--- src/design/oets_pkg.sv ---
// ----------------------------------------------------------------------------
// Odd-even transposition sort package
// Shared constants and the control word that the top level hands to each cell.
// ----------------------------------------------------------------------------
`default_nettype none

package oets_pkg;

	localparam int MAX_ITEMS_DEF = 32;
	localparam int VALUE_W       = 64;

	typedef enum logic [1:0] {
		OP_HOLD      = 2'd0,
		OP_SHIFT_IN  = 2'd1,
		OP_SORT      = 2'd2,
		OP_SHIFT_OUT = 2'd3
	} cell_op_t;

	typedef struct packed {
		cell_op_t op;
		logic     parity;
	} cell_ctrl_t;

endpackage

`default_nettype wire

--- src/design/oets_cell.sv ---
// ----------------------------------------------------------------------------
// Odd-even transposition sort cell
// Holds one value. Shifts in from the left, shifts out to the left, or
// compare-swaps with its right-hand neighbour in the phases of its parity.
// ----------------------------------------------------------------------------
`default_nettype none

module oets_cell #(
	parameter int IDX = 0,
	parameter int CW  = 6
) (
	input  wire                                     clk,
	input  oets_pkg::cell_ctrl_t                    ctrl,
	input  wire  [CW-1:0]                           count,
	input  wire  signed [oets_pkg::VALUE_W-1:0]     left_value,
	input  wire  signed [oets_pkg::VALUE_W-1:0]     right_value,
	input  wire                                     swap_left,
	output logic signed [oets_pkg::VALUE_W-1:0]     value,
	output logic                                    swap_right
);
	import oets_pkg::*;

	localparam logic [CW-1:0] NEXT_IDX = CW'(IDX + 1);
	localparam logic          IDX_PAR  = 1'(IDX % 2);

	logic signed [VALUE_W-1:0] value_q;
	logic                      pair_active;

	assign value       = value_q;
	assign pair_active = (ctrl.parity == IDX_PAR) && (NEXT_IDX < count);
	assign swap_right  = (ctrl.op == OP_SORT) && pair_active && (value_q > right_value);

	always_ff @(posedge clk) begin
		case (ctrl.op)
			OP_SHIFT_IN: begin
				value_q <= left_value;
			end
			OP_SORT: begin
				if (swap_right) begin
					value_q <= right_value;
				end else if (swap_left) begin
					value_q <= left_value;
				end
			end
			OP_SHIFT_OUT: begin
				value_q <= right_value;
			end
			default: begin
				value_q <= value_q;
			end
		endcase
	end

endmodule

`default_nettype wire
--- config.mk ---
export PLATFORM = sky130hd
export DESIGN_NAME = oets_cell
export DESIGN_NICKNAME = d
export VERILOG_FILES = /design/src/design/oets_pkg.sv /design/src/design/oets_cell.sv
export SDC_FILE = /design/constraint.sdc
export NUM_CORES = 1
export LEC_CHECK = 0
export BUFFER_PORTS_ARGS = -buffer_cell sky130_fd_sc_hd__buf_2
export CORE_AREA = 2 2 120 168
export DETAILED_ROUTE_END_ITERATION = 10
export DIE_AREA = 0 0 122 170
export PLACE_DENSITY_LB_ADDON = 0.08
export SLEW_MARGIN = 20
export SYNTH_ARGS = -nofsm -noshare
export SYNTH_HDL_FRONTEND = slang
export SYNTH_SLANG_ARGS = --single-unit
export TNS_END_PERCENT = 1
--- constraint.sdc ---
create_clock -name clk -period 8.1 [get_ports clk]
set_clock_uncertainty 0.1 [all_clocks]
set_input_delay 0.81 -clock clk [delete_from_list [all_inputs] [get_ports clk]]
set_output_delay 0.81 -clock clk [all_outputs]
set_load 0.01 [all_outputs]
==> results of run 1 <==
==> synth_stat cells <==
library cell | count | share of area, %
clkbuf_1 | 69 | 3.1
a31oi_1 | 1 | 0.074
a31o_2 | 1 | 0.10
and2_1 | 1 | 0.074
or4b_1 | 1 | 0.12
nand4_1 | 11 | 0.81
a21oi_1 | 88 | 5.2
a221o_1 | 1 | 0.12
a22oi_2 | 1 | 0.15
nor3_2 | 1 | 0.12
o21ai_0 | 7 | 0.41
a21o_1 | 6 | 0.53
or3_1 | 65 | 4.8
nor2b_1 | 1 | 0.074
nand4_2 | 1 | 0.15
a2111oi_0 | 5 | 0.52
buf_4 | 11 | 0.97
edfxtp_1 | 64 | 23
nor2_1 | 3 | 0.13
nand3b_1 | 1 | 0.089
nor3_1 | 130 | 7.7
a211oi_1 | 2 | 0.18
nor3b_1 | 65 | 5.8
nand2_1 | 17 | 0.75
ha_1 | 64 | 9.4
buf_2 | 30 | 1.8
buf_1 | 6 | 0.27
xor2_1 | 1 | 0.10
and4_1 | 2 | 0.21
a221oi_1 | 4 | 0.41
a2111oi_1 | 7 | 0.83
buf_6 | 11 | 1.5
inv_1 | 65 | 2.9
a22o_4 | 1 | 0.21
or4_1 | 1 | 0.089
nand3_1 | 202 | 12
o21ai_1 | 1 | 0.059
and2_2 | 1 | 0.089
nor4_2 | 2 | 0.30
o211ai_1 | 64 | 5.7
and4_4 | 1 | 0.13
nor4_1 | 2 | 0.15
a2111oi_2 | 53 | 9.4
or3_4 | 1 | 0.13
==> stage by stage <==
stage,power (W),instances,setup WS [ns],util [%]
floorplan,0.00110,1072,0.152,-
global placement,0.00133,1408,2.85,48.8
detailed placement,0.00134,1408,2.83,48.8
CTS,0.00174,1424,3.11,50.3
global route,0.00184,1431,2.92,50.5
finish,0.00173,1434,3.12,50.5
==> final timing paths <==
kind | cells past startpoint | endpoint | from
setup / recovery | 12 | swap_right | right_value[63]
hold / removal | 3 | value[52] | left_value[52]
setup reg to reg | 10 | value[33] | value[63]
hold reg to reg | 4 | value[48] | value[63]
==> metal layers <==
layer,track usage (%),wire [um],vias up,part of all wire [%]
met5,0,10,-,0.035
li1,-,-,4375,-
met4,11.3,772,2,2.7
met3,5.09,1940,45,6.8
met2,44.2,13800,311,48
met1,34.8,12000,4374,42
==> worst register-to-register path, delay by kind of cell (launching register included) <==
family          cells  cell delay [ns]
simple gates        5             1.60
fa+ha+maj           1             0.78
compound gates      2             0.79
flops               1             0.44
buf+inv             1             0.37
xor+xnor            1             0.25
==> kinds of logic after synthesis <==
kind of cell | after synthesis
AND/OR/NAND/NOR | 509
AO/OA/AOI/OAI | 242
buffers and inverters | 192
adder cells (fa/ha/maj) | 64
flip-flops | 64
XOR/XNOR | 1
==> area by class of cell <==
| cell class | instances | area (um^2) |
|---|---|---|
| clock inverters | 5 | 47.5 |
| repair buffers | 216 | 1150 |
| diodes | 9 | 22.5 |
| flip-flops and latches | 64 | 1920 |
| well taps | 248 | 310 |
| multi-input cells | 816 | 5750 |
| fillers | 2006 | 9470 |
| clock buffers | 11 | 233 |
| inverters | 65 | 244 |
==> power by group <==
group / switching [W] / leakage [nW] / total [W] / internal (W)
combinational: 0.000531 / 2.98 / 0.000840 / 0.000309
clock: 0.000162 / 0.138 / 0.000398 / 0.000236
sequential: 0.0000412 / 0.635 / 0.000490 / 0.000448
total: 0.000735 / 3.75 / 0.00173 / 0.000993
==> results.ini, run 1 <==
[outcome]
run_status=finished clean

[timing]
holdWs_ns=0.703
slew_headroom_pct=27.6
period_share_pct=61.4
tightest_slew_ns=1.09
fmax_mhz=201
finalHoldViolations=0
min_period_ns=4.98
setup_viol=0
rsz0062_at_grt=no
slew_violations=0
setup_tns_ns=0

[detailed_routing]
first_pass_iters=6
drc_errors=0
drt-initial-drc-count=661
vias_per_cell=6.35
final_antenna_net_count=0
wl_um=28500
num_vias=9107
routedWlPerCell_um=19.9

[clock_network]
cts_resized=0
htreeDepth=3
clock_latency_ns=0.35
ctsRootBufferMaster=clkbuf_16
cts_made_buffers=9
cts_setup_buffers=0
cts_tree=built
clk_pin_slew_ns=0.06
clkSinkCount=64
clk_path_buf_depth=2
cts_hold_buf=0

[yosys]
syn_inst=1072
netlist_area_um2=8480
synth_simple_gate_area_share_pct=33.6
synth.distinct_cells=44
ys_ff_latch=64
synth_compound_area_share_pct=23.8
synth_area_per_cell_um2=7.91
synth_xor_area_share_pct=0.103
ys_seq_area_share_pct=22.7
synth_top_family_by_area=simple AND/OR/NAND/NOR gates
synthAdderAreaFrac_pct=9.44
synth_nets=1275
synth_mux_area_share_pct=0
ys_warn_count=0

[worst_setup_path]
crit_top_cell=buf_2
slowest_delay_ns=0.76
worstSetupStartpointType=input pin
endpoint_kind=primary output
r2r_setup_slack_ns=3.40
crit_type=in2out
crit_family=simple AND/OR/NAND/NOR gates
cp.arrival_ns=4.07
cp.buffers_inverters=3
worstPathCellList=buf_2 -> inv_1 -> ha_4 -> nand4_2 -> nor4_2 -> and4_4 -> and2_2 -> a22oi_2 -> nand2_4 -> xor2_1 -> nor2_1 -> buf_2
required_ns=7.19
cp_slowest_cell=ha_4
worstPathMaxFanout=77

[run]
drv_cap=0

[power]
leakage_nw=3.75
irDropWorstVdd_uv=110
power.density_nw_per_um2=179

[worst_hold_path]
min_path_type=in2reg

[floorplan]
die_height_um=170
num_rows=60
ios=204
fp.coreArea_um2=19100
initial_core_util_pct=44.3
die_area_um2=20700
die_x_um=122

[finish]
nNetsFinal=1375
area_growth_pct=14.1
drive_gt1_share_pct=25.4
largest_reg_flops=64
stdcell_area_um2=9680
layout_common_cells=nand3_1 (202), buf_2 (202), nor3_1 (129)

[global_routing]
antenna_found_initial=8
grt_pass1_wl_um=44700
grt_max_degree=111
overflow=0
grt_use_total_pct=27.1
grt_pass1_vias=8414

[placement]
port_buffers=202
gp_congestion=0.790
placed_cell_area_um2=9350
dpl.hpwl_um=17600

Note: power is estimated with default switching activity, not from simulation.
==> run 2, diff against run 1 <==
--- a/config.mk
+++ b/config.mk
@@ -5,10 +5,11 @@
 export SDC_FILE = /design/constraint.sdc
 export NUM_CORES = 1
 export LEC_CHECK = 0
+export ABC_AREA = 1
 export BUFFER_PORTS_ARGS = -buffer_cell sky130_fd_sc_hd__buf_2
-export CORE_AREA = 2 2 120 168
+export CORE_AREA = 2 2 100 141
 export DETAILED_ROUTE_END_ITERATION = 10
-export DIE_AREA = 0 0 122 170
+export DIE_AREA = 0 0 102 143
 export PLACE_DENSITY_LB_ADDON = 0.08
 export SLEW_MARGIN = 20
 export SYNTH_ARGS = -nofsm -noshare
==> constraint.sdc (replaced) <==
create_clock -name clk -period 5.1 [get_ports clk]
set_clock_uncertainty 0.1 [all_clocks]
set_input_delay 0.51 -clock clk [delete_from_list [all_inputs] [get_ports clk]]
set_output_delay 0.51 -clock clk [all_outputs]
set_load 0.01 [all_outputs]
==> results.ini, run 2 <==
[global_routing]
grt_pass1_vias=6067  ; -28%
grt_max_degree=66  ; -41%
overflow=0  ; unchanged
grt_pass1_wl_um=28600  ; -36%
grt_use_total_pct=25.1  ; -2.0 points
antenna_found_initial=1  ; -7

[power]
irDropWorstVdd_uv=141  ; +29%
leakage_nw=4.00  ; +6.5%
clockPowerShare_pct=31.4  ; +8.4 points
sequentialPowerShare_pct=37.9  ; +9.6 points
switching_power_w=0.000620  ; -16%
power.density_nw_per_um2=247  ; +38%
p_sw_share_pct=34.5  ; -8.0 points
p_int_w=0.00118  ; +19%
combinationalPowerShare_pct=30.7  ; -18 points

[yosys]
yosysTopAreaCell=edfxtp_1
synth.distinct_cells=23  ; -48%
yosys_most_used_dff=edfxtp_1
synth_edf_count=64  ; unchanged
ys_seq_area_share_pct=32.5  ; +9.9 points
netlist_area_um2=5910  ; -30%
synth_most_common_cell=nand2_1
syn_inst=847  ; -21%
ys_warn_count=0  ; unchanged
synth_nets=1050  ; -18%
synth_area_leaders=edfxtp_1 (33%), nand2_1 (16%), ha_1 (14%)
ys_ff_latch=64  ; unchanged
synth_area_per_cell_um2=6.98  ; -12%
yosysTopAreaCellShare_pct=32.5  ; +9.9 points
synth_common_cells=nand2_1 (256), inv_1 (138), nand3_1 (130), nand4_1 (68)
async_reset_ff_share_pct=0  ; unchanged

[timing]
setup_viol=0  ; unchanged
min_period_ns=3.41
period_share_pct=66.9
slew_violations=0  ; unchanged
slew_headroom_pct=46.5  ; +19 points
fmax_mhz=293
tightest_slew_ns=0.803  ; -0.283 ns
setup_tns_ns=0  ; unchanged
rsz0062_at_grt=no
finalHoldViolations=0  ; unchanged

[floorplan]
die_x_um=102  ; -16%
num_rows=50  ; -17%
ios=204  ; unchanged
die_height_um=143  ; -16%
die_area_um2=14600  ; -30%
fp.coreArea_um2=13300  ; -31%
initial_core_util_pct=44.5  ; +0.25 points

[clock_network]
clk_pin_slew_ns=0.06  ; about the same
clock_latency_ns=0.33  ; -0.02 ns
ctsRootBufferMaster=clkbuf_16
htreeDepth=3  ; unchanged
clk_path_buf_depth=2  ; unchanged
cts_hold_buf=0  ; unchanged
cts_tree=built
cts_made_buffers=9  ; unchanged
clkSinkCount=64  ; unchanged
cts_resized=0  ; unchanged
cts_setup_buffers=0  ; unchanged

[detailed_routing]
first_pass_iters=5  ; -1
wl_um=18200  ; -36%
num_vias=6127  ; -33%
wl_met2_um=9220  ; -33%
routedWlPerCell_um=15.0  ; -24%
wirelength_met1_um=7450  ; -38%
drt-initial-drc-count=247  ; -63%
drc_errors=0  ; unchanged
vias_per_cell=5.06  ; -20%
final_antenna_net_count=0  ; unchanged
met3_length_um=1170  ; -40%
highest_layer=met4

[outcome]
run_status=finished clean

[placement]
dpl.hpwl_um=11900  ; -32%
gp_congestion=0.830  ; +5.1%
port_buffers=202  ; unchanged
placed_cell_area_um2=7040  ; -25%

[worst_setup_path]
worstPathMaxFanout=50  ; -35%
cp.arrival_ns=3.31  ; -0.76 ns
required_ns=5.00  ; -2.19 ns
endpoint_kind=flop
worstPathCellList=ha_1 -> nand2_1 -> inv_2 -> nand3_1 -> nor3_2 -> inv_2 -> nor3_2 -> nand2_1 -> nand3_2 -> nand3_2 -> inv_2 -> nor2_1 -> o21bai_4 -> buf_12
crit_type=reg2reg
cp_slowest_cell=o21bai_4
slowest_delay_ns=0.44  ; -0.32 ns
r2r_setup_slack_ns=1.69  ; -1.71 ns
crit_family=simple AND/OR/NAND/NOR gates
crit_top_cell=inv_2
reg2reg_depth=14  ; +4
r2r-start=value[63]
worstReg2RegEnd=value[7]
cp.buffers_inverters=4  ; +1
worstSetupStartpointType=flop

[finish]
largest_reg_flops=64  ; unchanged
nNetsFinal=1226  ; -11%
drive_gt1_share_pct=23.3  ; -2.1 points
area_growth_pct=23.5
layout_common_cells=nand2_1 (256), buf_2 (202), inv_1 (137)
stdcell_area_um2=7300  ; -25%
final_common_cell=nand2_1

[run]
drv_cap=0  ; unchanged

[worst_hold_path]
min_path_type=in2reg
holdPathStages=3  ; unchanged
hp-start=left_value[13]
hold_end=value[13]

==> run 2: worst max path at each step <==
| stage | from | endpoint | slack (ns) | cells after the start |
|---|---|---|---|---|
| CTS | value[63] | value[40] | 1.61 | 14 |
| detailed placement | right_value[63] | value[45] | 1.38 | 16 |
| global route | value[63] | value[5] | 1.40 | 14 |
| finish | value[63] | value[7] | 1.69 | 14 |
| global placement | right_value[63] | value[45] | 1.39 | 16 |
| floorplan | right_value[63] | value[0] | 0.79 | 14 |
==> run 2: logic make-up (layout without fill, tap and decap cells) <==
| kind of cell | count (synthesis) | in the layout | share of synthesized area [%] |
|---|---|---|---|
| DFF | 64 | 64 | 32.5 |
| AOI/OAI and AO/OA | 45 | 45 | 4.11 |
| and+or+nand+nor | 484 | 484 | 37.1 |
| other | 0 | 1 | 0 |
| adders and majority gates | 64 | 64 | 13.6 |
| buffers and inverters | 190 | 370 | 12.7 |
==> run 2: power groups by stage <==
stage | sequential [W] | clock [W] | combinational (W)
detailed placement | 0.000693 | 0 | 0.000555
CTS | 0.000683 | 0.000577 | 0.000558
global route | 0.000688 | 0.000591 | 0.000629
floorplan | 0.000715 | 0 | 0.000312
global placement | 0.000694 | 0 | 0.000552
finish | 0.000682 | 0.000565 | 0.000551
==> run 2: layout make-up <==
cell class,count,area (um^2)
Fill cell,1390,5960
Antenna cell,1,2.50
Clock inverter,4,22.5
Sequential cell,64,1920
Clock buffer,11,233
Timing Repair Buffer,210,1080
Multi-Input combinational cell,593,3260
Inverter,145,544
Tap cell,182,228
==> run 2: per-stage QoR <==
stage	power, W	std cells	setup WS, ns	hold slack, ns	util [%]
after global placement	0.00125	1194	1.39	0.717	53.1
after detailed placement	0.00125	1194	1.38	0.717	53.1
after CTS	0.00182	1209	1.61	0.365	55.0
final	0.00180	1210	1.69	0.373	55.0
after floorplan	0.00103	847	0.791	0.613	-
after global routing	0.00191	1210	1.40	0.386	55.0
==> run 2: layer usage <==
metal,global-route usage (%),up-vias
li1,-,3163
met1,29.5,2737
met2,45.3,204
met3,4.50,23
met4,8.49,0
met5,0,-
==> run 2: worst reg2reg max path: stages, from the launching register on <==
cell and delay (ns):
edfxtp_1 0.39, ha_1 0.41, nand2_1 0.11, inv_2 0.05, nand3_1 0.13, nor3_2 0.21
inv_2 0.06, nor3_2 0.32, nand2_1 0.13, nand3_2 0.09, nand3_2 0.09, inv_2 0.07
nor2_1 0.06, o21bai_4 0.44, buf_12 0.37
